### src/rtl/cae_pkg.sv
// ----------------------------------------------------------------------------
// cae_pkg
// Shared types and constants for the chain autocorrelation / ESS block.
// ----------------------------------------------------------------------------
`default_nettype none

package cae_pkg;

  localparam int unsigned MAX_SAMPLES_DEF = 4096;
  localparam int unsigned MAX_LAG_DEF     = 50;

  localparam int unsigned SAMPLE_W   = 32;
  localparam int unsigned LAG_W      = 6;
  localparam int unsigned ACR_W      = 32;
  localparam int unsigned ESS_W      = 29;
  localparam int unsigned CUTOFF_W   = 31;
  localparam int unsigned CFG_IDX_W  = 2;
  localparam int unsigned CFG_DATA_W = 32;
  localparam int unsigned ACC_W      = 64;
  localparam int unsigned VAR_W      = 48;
  localparam int unsigned DEN_W      = 40;
  localparam int unsigned DIV_W      = 64;
  localparam int unsigned DIV_CNT_W  = 7;
  localparam int unsigned FRAC_STEPS = 30;
  localparam int unsigned ESS_SHIFT  = 46;

  localparam logic [DEN_W-1:0]    ONE_Q30     = DEN_W'(64'd1 << 30);
  localparam logic [LAG_W-1:0]    MAX_LAG_RST = LAG_W'(50);
  localparam logic [CUTOFF_W-1:0] CUTOFF_RST  = CUTOFF_W'(53687091);

  localparam logic [CFG_IDX_W-1:0] CFG_MAX_LAG    = CFG_IDX_W'(0);
  localparam logic [CFG_IDX_W-1:0] CFG_ESS_CUTOFF = CFG_IDX_W'(1);

  typedef struct packed {
    logic signed [SAMPLE_W-1:0] sample_value;
    logic                       end_of_chain;
  } cae_in_t;

  typedef struct packed {
    logic [LAG_W-1:0]        lag_index;
    logic signed [ACR_W-1:0] autocorr_value;
    logic [ESS_W-1:0]        ess_value;
    logic                    last_result;
  } cae_out_t;

  typedef struct packed {
    logic load_en;
    logic mean_start;
    logic mean_load;
    logic mean_zero;
    logic var_clr;
    logic var_start;
    logic var_load;
    logic lag_clr;
    logic lag_inc;
    logic acc_clr;
    logic mem_rd;
    logic dev_load;
    logic mul_lo;
    logic mul_hi;
    logic acc_add;
    logic qden_load;
    logic q_start;
    logic q_load;
    logic r_flat;
    logic r_zero;
    logic ess_init;
    logic ess_upd;
    logic ess_start;
    logic ess_load;
    logic ess_zero;
    logic out_load;
    logic chain_clr;
  } cae_cmd_t;

  typedef struct packed {
    logic in_end;
    logic n_zero;
    logic n_lt2;
    logic flat;
    logic lag_ge_n;
    logic term_last;
    logic div_done;
    logic lag_last;
    logic out_free;
  } cae_sts_t;

endpackage

`default_nettype wire

### src/rtl/cae_ctrl.sv
// ----------------------------------------------------------------------------
// cae_ctrl
// Sequencer: load, mean, variance pass, one pass per lag, ESS and emission.
// ----------------------------------------------------------------------------
`default_nettype none

module cae_ctrl (
  input  wire logic              clk_i,
  input  wire logic              rst_ni,
  input  wire cae_pkg::cae_sts_t sts_i,
  output cae_pkg::cae_cmd_t      cmd_o
);

  localparam logic [4:0] S_LOAD     = 5'd0;
  localparam logic [4:0] S_MEAN     = 5'd1;
  localparam logic [4:0] S_MEAN_W   = 5'd2;
  localparam logic [4:0] S_VAR_INIT = 5'd3;
  localparam logic [4:0] S_T_RD     = 5'd4;
  localparam logic [4:0] S_T_DEV    = 5'd5;
  localparam logic [4:0] S_T_M0     = 5'd6;
  localparam logic [4:0] S_T_M1     = 5'd7;
  localparam logic [4:0] S_T_ACC    = 5'd8;
  localparam logic [4:0] S_VAR_DIV  = 5'd9;
  localparam logic [4:0] S_VAR_W    = 5'd10;
  localparam logic [4:0] S_LAG_INIT = 5'd11;
  localparam logic [4:0] S_LAG      = 5'd12;
  localparam logic [4:0] S_Q_MUL    = 5'd13;
  localparam logic [4:0] S_Q_DIV    = 5'd14;
  localparam logic [4:0] S_Q_W      = 5'd15;
  localparam logic [4:0] S_ESS_UPD  = 5'd16;
  localparam logic [4:0] S_ESS_DIV  = 5'd17;
  localparam logic [4:0] S_ESS_W    = 5'd18;
  localparam logic [4:0] S_EMIT     = 5'd19;

  logic [4:0] state_q, state_d;
  logic       var_pass_q, var_pass_d;

  always_ff @(posedge clk_i or negedge rst_ni) begin
    if (!rst_ni) begin
      state_q    <= S_LOAD;
      var_pass_q <= 1'b0;
    end else begin
      state_q    <= state_d;
      var_pass_q <= var_pass_d;
    end
  end

  always_comb begin
    cmd_o      = '0;
    state_d    = state_q;
    var_pass_d = var_pass_q;
    unique case (state_q)
      S_LOAD: begin
        cmd_o.load_en = 1'b1;
        if (sts_i.in_end) state_d = S_MEAN;
      end
      S_MEAN: begin
        if (sts_i.n_zero) begin
          cmd_o.mean_zero = 1'b1;
          state_d = S_VAR_INIT;
        end else begin
          cmd_o.mean_start = 1'b1;
          state_d = S_MEAN_W;
        end
      end
      S_MEAN_W: begin
        if (sts_i.div_done) begin
          cmd_o.mean_load = 1'b1;
          state_d = S_VAR_INIT;
        end
      end
      S_VAR_INIT: begin
        cmd_o.lag_clr = 1'b1;
        cmd_o.acc_clr = 1'b1;
        if (sts_i.n_lt2) begin
          cmd_o.var_clr = 1'b1;
          state_d = S_LAG_INIT;
        end else begin
          var_pass_d = 1'b1;
          state_d = S_T_RD;
        end
      end
      S_T_RD: begin
        cmd_o.mem_rd = 1'b1;
        state_d = S_T_DEV;
      end
      S_T_DEV: begin
        cmd_o.dev_load = 1'b1;
        state_d = S_T_M0;
      end
      S_T_M0: begin
        cmd_o.mul_lo = 1'b1;
        state_d = S_T_M1;
      end
      S_T_M1: begin
        cmd_o.mul_hi = 1'b1;
        state_d = S_T_ACC;
      end
      S_T_ACC: begin
        cmd_o.acc_add = 1'b1;
        if (!sts_i.term_last)  state_d = S_T_RD;
        else if (var_pass_q)   state_d = S_VAR_DIV;
        else                   state_d = S_Q_MUL;
      end
      S_VAR_DIV: begin
        cmd_o.var_start = 1'b1;
        state_d = S_VAR_W;
      end
      S_VAR_W: begin
        if (sts_i.div_done) begin
          cmd_o.var_load = 1'b1;
          state_d = S_LAG_INIT;
        end
      end
      S_LAG_INIT: begin
        cmd_o.lag_clr  = 1'b1;
        cmd_o.ess_init = 1'b1;
        var_pass_d = 1'b0;
        state_d = S_LAG;
      end
      S_LAG: begin
        if (sts_i.flat) begin
          cmd_o.r_flat = 1'b1;
          state_d = S_ESS_UPD;
        end else if (sts_i.lag_ge_n) begin
          cmd_o.r_zero = 1'b1;
          state_d = S_ESS_UPD;
        end else begin
          cmd_o.acc_clr = 1'b1;
          state_d = S_T_RD;
        end
      end
      S_Q_MUL: begin
        cmd_o.qden_load = 1'b1;
        state_d = S_Q_DIV;
      end
      S_Q_DIV: begin
        cmd_o.q_start = 1'b1;
        state_d = S_Q_W;
      end
      S_Q_W: begin
        if (sts_i.div_done) begin
          cmd_o.q_load = 1'b1;
          state_d = S_ESS_UPD;
        end
      end
      S_ESS_UPD: begin
        cmd_o.ess_upd = 1'b1;
        state_d = sts_i.lag_last ? S_ESS_DIV : S_EMIT;
      end
      S_ESS_DIV: begin
        if (sts_i.n_zero) begin
          cmd_o.ess_zero = 1'b1;
          state_d = S_EMIT;
        end else begin
          cmd_o.ess_start = 1'b1;
          state_d = S_ESS_W;
        end
      end
      S_ESS_W: begin
        if (sts_i.div_done) begin
          cmd_o.ess_load = 1'b1;
          state_d = S_EMIT;
        end
      end
      S_EMIT: begin
        if (sts_i.out_free) begin
          cmd_o.out_load = 1'b1;
          if (sts_i.lag_last) begin
            cmd_o.chain_clr = 1'b1;
            state_d = S_LOAD;
          end else begin
            cmd_o.lag_inc = 1'b1;
            state_d = S_LAG;
          end
        end
      end
      default: state_d = S_LOAD;
    endcase
  end

endmodule

`default_nettype wire

### config.mk
export PLATFORM = sky130hd
export DESIGN_NAME = cae_ctrl
export DESIGN_NICKNAME = d
export VERILOG_FILES = /design/src/rtl/cae_pkg.sv /design/src/rtl/cae_ctrl.sv
export SDC_FILE = /design/constraint.sdc
export NUM_CORES = 1
export LEC_CHECK = 0
export BUFFER_PORTS_ARGS = -buffer_cell sky130_fd_sc_hd__clkbuf_2
export CORE_UTILIZATION = 45
export DETAILED_ROUTE_END_ITERATION = 8
export PLACE_DENSITY = 0.78
export SETUP_SLACK_MARGIN = 0.02
export SLEW_MARGIN = 20
export SYNTH_ARGS = -nofsm -noshare
export SYNTH_HDL_FRONTEND = slang
export SYNTH_SLANG_ARGS = --single-unit
### constraint.sdc
create_clock -name clk_i -period 2.9 [get_ports clk_i]
set_input_delay 0.435 -clock clk_i [delete_from_list [all_inputs] [get_ports clk_i]]
set_output_delay 0.435 -clock clk_i [all_outputs]
set_load 0.05 [all_outputs]
==> results of run 1 <==
-- layout make-up --
cell class                      count  area share, %
Clock buffer                        3           2.35
Inverter                            7           2.74
Multi-Input combinational cell     93           56.3
Sequential cell                     6           15.6
Tap cell                           16           2.09
Timing Repair Buffer               39           20.9
-- cell usage after synthesis --
master,number,area share [%]
sky130_fd_sc_hd__and3_1,5,4.0
sky130_fd_sc_hd__nand2b_1,2,1.6
sky130_fd_sc_hd__a21oi_1,4,2.6
sky130_fd_sc_hd__a211o_1,1,1.1
sky130_fd_sc_hd__mux2_4,1,1.9
sky130_fd_sc_hd__nor2_1,17,8.1
sky130_fd_sc_hd__nor4_1,3,2.4
sky130_fd_sc_hd__buf_1,1,0.48
sky130_fd_sc_hd__a211oi_1,2,1.9
sky130_fd_sc_hd__a21o_1,1,0.96
sky130_fd_sc_hd__nor3_1,15,9.6
sky130_fd_sc_hd__o32ai_1,1,1.1
sky130_fd_sc_hd__o311ai_0,1,1.1
sky130_fd_sc_hd__clkbuf_1,8,3.8
sky130_fd_sc_hd__o211ai_1,1,0.96
sky130_fd_sc_hd__nor2b_1,3,2.4
sky130_fd_sc_hd__a31o_2,1,1.1
sky130_fd_sc_hd__a31oi_1,4,3.2
sky130_fd_sc_hd__inv_1,7,3.3
sky130_fd_sc_hd__a221oi_1,1,1.1
sky130_fd_sc_hd__and4b_1,1,1.3
sky130_fd_sc_hd__a2bb2oi_1,1,1.1
sky130_fd_sc_hd__o22ai_1,1,0.80
sky130_fd_sc_hd__or3b_1,1,1.1
sky130_fd_sc_hd__and2_1,2,1.6
sky130_fd_sc_hd__xor2_1,1,1.1
sky130_fd_sc_hd__dfrtp_1,6,19
sky130_fd_sc_hd__o21ai_0,4,2.6
sky130_fd_sc_hd__and3b_1,1,1.1
sky130_fd_sc_hd__buf_6,3,4.3
sky130_fd_sc_hd__or3_1,1,0.80
sky130_fd_sc_hd__or3b_2,1,1.1
sky130_fd_sc_hd__nand3b_1,2,1.9
sky130_fd_sc_hd__nand2_1,8,3.8
sky130_fd_sc_hd__o31a_1,2,2.2
sky130_fd_sc_hd__nand4_1,2,1.6
sky130_fd_sc_hd__or2_2,2,1.6
-- worst reg2reg max path: cells and delay by family, from the launching register on --
kind | cells | cell delay (ns)
DFF | 1 | 0.54
muxes | 1 | 0.31
and+or+nand+nor | 3 | 1.25
-- routing by layer --
| metal | vias to the layer above | wire length [microns] | GRT usage (%) |
|---|---|---|---|
| met1 | 465 | 881 | 30.2 |
| met5 | - | 0 | 0 |
| met2 | 67 | 1120 | 45.1 |
| met3 | 4 | 235 | 5.42 |
| li1 | 486 | - | - |
| met4 | 0 | 14 | 5.00 |
-- through the flow --
stage	total power, W	cells	util (%)	hold WS (ns)
after floorplan	0.000978	118	-	0.139
after global placement	0.00111	161	60.1	0.267
after detailed placement	0.00113	161	60.1	0.267
after CTS	0.00121	164	61.6	0.00682
after global routing	0.00130	164	61.6	0.0114
final	0.00122	164	61.6	0.0118
-- kinds of logic after synthesis --
logic type,synth area share (%)
AOI/OAI and AO/OA,21.9
xor gates and xnor gates,1.12
buffers and inverters,12.0
DFF,19.1
muxes,1.91
and+or+nand+nor,44.0
-- state kept, by name (all words and copies together) (netlist names) --
signal      flops
state_q         5
var_pass_q      1
-- path summary, 6_finish.rpt --
check	cells past startpoint	startpoint	to	slack [ns]
worst min-delay path	1	rst_ni	state_q[1]	0.01
worst min register to register	2	var_pass_q	var_pass_q	0.51
worst max-delay path	5	state_q[2]	cmd_o[18]	0.41
max in group asynchronous	1	rst_ni	var_pass_q	2.74
worst max register to register	4	state_q[2]	state_q[0]	0.69
min in group clk_i	2	var_pass_q	var_pass_q	0.51
-- power groups by stage --
| stage | sequential (W) | clock (W) | combinational [W] |
|---|---|---|---|
| final | 0.000227 | 0.0000730 | 0.000917 |
| after global routing | 0.000237 | 0.0000788 | 0.000987 |
| after CTS | 0.000224 | 0.0000768 | 0.000910 |
| after detailed placement | 0.000225 | 0 | 0.000905 |
| after global placement | 0.000224 | 0 | 0.000891 |
| after floorplan | 0.000149 | 0 | 0.000829 |
==> qor.yml, run 1 <==
timing:
  period_share_pct: 86.0
  setup_repair_after_global_routing_missed_its_margin: "no"
  slew_violations: 0
  maximum_clock_frequency_mhz: 401
  max-slew-margin-rel_pct: 69.2
  postLayoutSetupSlackWorst_ns: 0.407
  finalSetupViolations: 0
  worst-slew-pin-transition_ns: 0.463
  timing.clock.skew_ns: 0.00316
  min_period_ns: 2.49
  tns_ns: 0
  finalHoldViolCount: 0
drt:
  num_vias: 1022
  wl_per_cell_microns: 13.7
  detail_route.first_pass.iterations: 6
  route.detailed.vias_per_inst: 6.23
  detailed_route_drc_error_count: 3
  wirelength_microns: 2250
  postRouteAntennaNets: 0
  first_iter_violations: 60
worst_setup_path:
  path_class: "reg2out"
  worst_ep_required_ns: 2.47
  timing.critical_path.fanout_max: 19
  timing.critical_path.max_delay_family: "simple AND/OR/NAND/NOR gates"
  worstPathArrival_ns: 2.06
  max_stage_delay_ns: 0.57
  setup.worst_path.end_class: "primary output"
  path_cells: "or3b_1 -> nor2_1 -> and2_1 -> nor2b_1 -> clkbuf_2"
  crit_slowest_cell: "sky130_fd_sc_hd__or3b_1"
  critPathLaunchType: "register"
  worstPathBufferInverterCount: 1
clock_network:
  post_cts_resize_count: 0
  cts_setup_buffers: 0
  numCtsBuffers: 3
  cts.hold.buffers_added: 0
  cts.path.max_buffers: 2
  clk_lat_worst_skew_ns: 0.24
  cts_tree: "done"
  ctsHtreeMaxLevel: 1
  clkSinkCount: 6
  cts.clk_slew.worst_paths_ns: 0.04
  cts_root_buffer: "sky130_fd_sc_hd__clkbuf_4"
cells_and_area:
  antenna_cells: 0
  sequential_cell_area_sq_um: 150
  num-fill-cells: 154
  mostFrequentLayoutCell: "sky130_fd_sc_hd__clkbuf_2"
  synthesis_to_layout_area_growth_pct: 22.3
  most-common-layout-cells: "sky130_fd_sc_hd__clkbuf_2, sky130_fd_sc_hd__nor2_1, sky130_fd_sc_hd__nor3_1, sky130_fd_sc_hd__nand2_1, sky130_fd_sc_hd__inv_1"
  drive_above_1_share_pct: 31.8
  design_area_sq_um: 960
  final_net_count: 161
  multiInputGateArea_sq_um: 541
pwr:
  clock_power_share_pct: 6.0
  internal_power_w: 0.000475
  power.switching_w: 0.000742
  cellLeakagePower_nw: 0.492
  pwr_density_cell_mw_per_mm2: 1270
  vdd_drop_max_uv: 776
  power_switching_share_pct: 60.9
  power.sequential.fraction_pct: 18.7
  power.combinational.fraction_pct: 75.3
global_route:
  grt.total_usage_pct: 25.0
  antenna_found_initial: 0
  vias_in_the_first_global_route: 874
  globalRouteOverflowTotal: 0
  wire_length_of_the_first_global_routing_pass_microns: 3640
  pin_count_of_the_biggest_net_entering_global_routing: 20
floorplanning:
  die_area_sq_mm: 0.00191
  coreArea_sq_mm: 0.00156
  placement_rows: 14
  floorplan.io_pins: 38
  starting_density_of_the_core_pct: 50.3
  die-height_microns: 43.8
  die_x_microns: 43.8
synthesis:
  syn-cell-area_sq_um: 785
  synth.ff_latch_count: 6
  mean_instance_size_in_the_synthesized_netlist_sq_um: 6.65
  yosys_warning_count: 0
  yosysUniqueCellTypes: 37
  synthesis.nets: 129
  synth.yosys.seq_area_share_pct: 19.1
  synthesis.instances: 118
place:
  dp_slack_ns: 0.665
  placedInstanceArea_sq_um: 937
  finalWeightedCongestion: 0.884
  detailed_placement_wirelength_estimate_microns: 1770
  io_buffer_count: 37
hold_path:
  hold_class: "in2async"
flow_run:
  max_cap_viol_count: 0
status:
  failing_checks: "DRC"
  run_status: "complete, but fails checks"
(Power assumes the default switching activity.)
==> run 2: changes to the inputs <==
- ABC_AREA: not set -> 1
- clock period: 2.9 -> 3 ns (I/O delays scaled with it)
==> run 2 against run 1 <==
  * The flow still finishes with violations (DRC)
  * Clock skew shrank 0.0016 ns
  * Synthesized cell count grew 28%
  * Core utilization grew 2.8 points
  * Power shrank 16%
  * Design area grew 5.7%
  * Critical path depth grew 1
  * Worst setup slack gained 0.34 ns
  * Routed wire length shrank 2.4%
  * Critical endpoint is now cmd_o[17]
==> qor.yml, run 2 <==
synthesis:
  synth_top_flop_cell: "sky130_fd_sc_hd__dfrtp_1"
  synthesis.nets: 162  # +26%
  synth_area_leader: "sky130_fd_sc_hd__nand2_1"
  netlist.area_leader.share_pct: 19.9  # +0.77 points
  synth.yosys.seq_area_share_pct: 19.0  # -0.18 points
  synthesis.instances: 151  # +28%
  mean_instance_size_in_the_synthesized_netlist_sq_um: 5.25  # -21%
  asyncSetResetFlopFracSynth_pct: 100  # unchanged
  synth_enable_flop_cells: 0  # unchanged
  yosys_warning_count: 0  # unchanged
  post_synth_most_frequent_cells: "sky130_fd_sc_hd__nand2_1, sky130_fd_sc_hd__nor2_1, sky130_fd_sc_hd__inv_1"
  netlist_top_cells_area: "sky130_fd_sc_hd__nand2_1, sky130_fd_sc_hd__dfrtp_1, sky130_fd_sc_hd__nor2_1, sky130_fd_sc_hd__inv_1, sky130_fd_sc_hd__nand3_1"
  yosysUniqueCellTypes: 22  # -41%
  syn-cell-area_sq_um: 792  # +0.96%
  synth.ff_latch_count: 6  # unchanged
  yosys.cell_count.top_type: "sky130_fd_sc_hd__nand2_1"
pwr:
  cellLeakagePower_nw: 0.671  # +36%
  vdd_drop_max_uv: 544  # -30%
  pwr_density_cell_mw_per_mm2: 1000  # -21%
clock_network:
  numCtsBuffers: 3  # unchanged
  cts.path.max_buffers: 2  # unchanged
  clkSinkCount: 6  # unchanged
  cts_setup_buffers: 0  # unchanged
  clk_lat_worst_skew_ns: 0.25  # about the same
  cts_root_buffer: "sky130_fd_sc_hd__clkbuf_4"
  cts.hold.buffers_added: 0  # unchanged
  cts_tree: "done"
  ctsHtreeMaxLevel: 1  # unchanged
  post_cts_resize_count: 0  # unchanged
  cts.clk_slew.worst_paths_ns: 0.04  # about the same
drt:
  route.detailed.vias_per_inst: 4.98  # -20%
  wl_per_cell_microns: 10.7  # -22%
  first_iter_violations: 44  # -27%
  detail_route.first_pass.iterations: 9  # +3
  wirelength_microns: 2200  # -2.4%
  detailed_route_drc_error_count: 3  # unchanged
  postRouteAntennaNets: 0  # unchanged
  num_vias: 1026  # +0.39%
hold_path:
  hold_class: "in2async"
floorplanning:
  die_x_microns: 44.0  # +0.45%
  placement_rows: 14  # unchanged
  starting_density_of_the_core_pct: 50.2  # -0.083 points
  coreArea_sq_mm: 0.00158  # +1.1%
  floorplan.io_pins: 38  # unchanged
  die-height_microns: 44.0  # +0.45%
  die_area_sq_mm: 0.00193  # +0.89%
timing:
  tns_ns: 0  # unchanged
  max-slew-margin-rel_pct: 77.8  # +8.7 points
  finalSetupViolations: 0  # unchanged
  period_share_pct: 75.0
  timing.hold.ws_ns: 0.0168  # +0.00495 ns
  finalHoldViolCount: 0  # unchanged
  maximum_clock_frequency_mhz: 445
  min_period_ns: 2.25
  postLayoutSetupSlackWorst_ns: 0.751  # +0.344 ns
  setup_repair_after_global_routing_missed_its_margin: "no"
  worst-slew-pin-transition_ns: 0.333  # -0.130 ns
  timing.clock.skew_ns: 0.00158  # -0.00158 ns
  slew_violations: 0  # unchanged
cells_and_area:
  design_area_sq_mm: 0.00101  # +5.7%
  antenna_cells: 0  # unchanged
  max_flop_register: "state_q"
  drive_above_1_share_pct: 32.1  # +0.35 points
  layout_top_registers: "state_q x5, var_pass_q x1"
  most-common-layout-cells: "sky130_fd_sc_hd__nand2_1, sky130_fd_sc_hd__clkbuf_2, sky130_fd_sc_hd__nor2_1, sky130_fd_sc_hd__inv_1, sky130_fd_sc_hd__nand3_1"
  largest_register_ff_count: 5  # unchanged
  utilization_pct: 64.4  # +2.8 points
  mostFrequentLayoutCell: "sky130_fd_sc_hd__nand2_1"
  synthesis_to_layout_area_growth_pct: 28.1
  final_net_count: 203  # +26%
place:
  io_buffer_count: 37  # unchanged
  finalWeightedCongestion: 0.920  # +4.0%
  dp_slack_ns: 1.01  # +0.347 ns
  placedInstanceArea_sq_um: 992  # +5.9%
  detailed_placement_wirelength_estimate_microns: 1870  # +5.5%
global_route:
  grt.total_usage_pct: 24.8  # -0.21 points
  vias_in_the_first_global_route: 859  # -1.7%
  globalRouteOverflowTotal: 0  # unchanged
  antenna_found_initial: 0  # unchanged
  pin_count_of_the_biggest_net_entering_global_routing: 10  # -50%
  wire_length_of_the_first_global_routing_pass_microns: 3530  # -3.1%
worst_setup_path:
  setup.worst_path.end_class: "primary output"
  worst_ep_required_ns: 2.55  # +0.08 ns
  path_class: "reg2out"
  cp-startpoint: "state_q[1]"
  timing.critical_path.fanout_max: 9  # -10
  worstPathArrival_ns: 1.80  # -0.26 ns
  critPathLaunchType: "register"
  critical_path.reg2reg.startpoint: "state_q[1]"
flow_run:
  max_cap_viol_count: 0  # unchanged
status:
  run_status: "complete, but fails checks"
  failing_checks: "DRC"
==> run 2: changes by cell type after synthesis, moves of 5 or more <==
cell	delta
sky130_fd_sc_hd__nor2_1	+18
sky130_fd_sc_hd__clkbuf_1	-8
sky130_fd_sc_hd__nand2_1	+34
sky130_fd_sc_hd__nor3_1	-12
sky130_fd_sc_hd__inv_2	+8
sky130_fd_sc_hd__nand2_2	+5
sky130_fd_sc_hd__and3_1	-5
sky130_fd_sc_hd__inv_1	+13
sky130_fd_sc_hd__nand3_1	+12
==> run 2: path summary, 6_finish.rpt <==
path                            cells after the start          to  slack, ns
worst min register to register                      2  var_pass_q       0.52
min in group clk_i                                  2  var_pass_q       0.52
worst min-delay path                                1  var_pass_q       0.02
worst max register to register                      8  state_q[4]       1.46
worst max-delay path                                6   cmd_o[17]       0.75
max in group asynchronous                           1  state_q[3]       2.84
==> run 2: stage by stage <==
step	std cells	total power, W
6_report	206	0.00102
5_1_grt	206	0.00110
4_1_cts	206	0.00102
3_5_place_dp	203	0.000938
3_3_place_gp	203	0.000938
2_1_floorplan	151	0.000784
==> run 2: cell type report <==
class	instances	area, sq um
clock buffers	3	22.5
fillers	155	562
inverters	29	110
multi-input cells	115	527
flip-flops and latches	6	150
well taps	16	20.0
repair buffers	37	185
==> run 2: critical path, cell delays in order (launching register included) <==
cell and delay [ns]:
sky130_fd_sc_hd__dfrtp_1 0.49, sky130_fd_sc_hd__nor2_2 0.27, sky130_fd_sc_hd__inv_2 0.08, sky130_fd_sc_hd__nor2_1 0.17, sky130_fd_sc_hd__nand2_1 0.09, sky130_fd_sc_hd__o21ai_0 0.15
sky130_fd_sc_hd__clkbuf_2 0.30
==> run 2: where the power goes <==
part | total [W] | leakage, nW | internal (W) | switching [W]
Combinational | 0.000759 | 0.582 | 0.000197 | 0.000562
Clock | 0.0000757 | 0.0138 | 0.0000453 | 0.0000304
Sequential | 0.000184 | 0.0744 | 0.000118 | 0.0000657
Total | 0.00102 | 0.671 | 0.000360 | 0.000658
==> run 2: cell families after synthesis <==
logic type / synth area share, %
and+or+nand+nor: 58.8
buffers and inverters: 14.5
AOI/OAI and AO/OA: 7.74
DFF: 19.0
==> run 2: metal layers <==
metal | vias up | track usage, % | wire length (microns)
li1 | 543 | - | -
met1 | 430 | 32.9 | 1020
met3 | 2 | 3.75 | 149
met4 | 0 | 10.3 | 23
met5 | - | 0 | 0
met2 | 51 | 40.0 | 1000
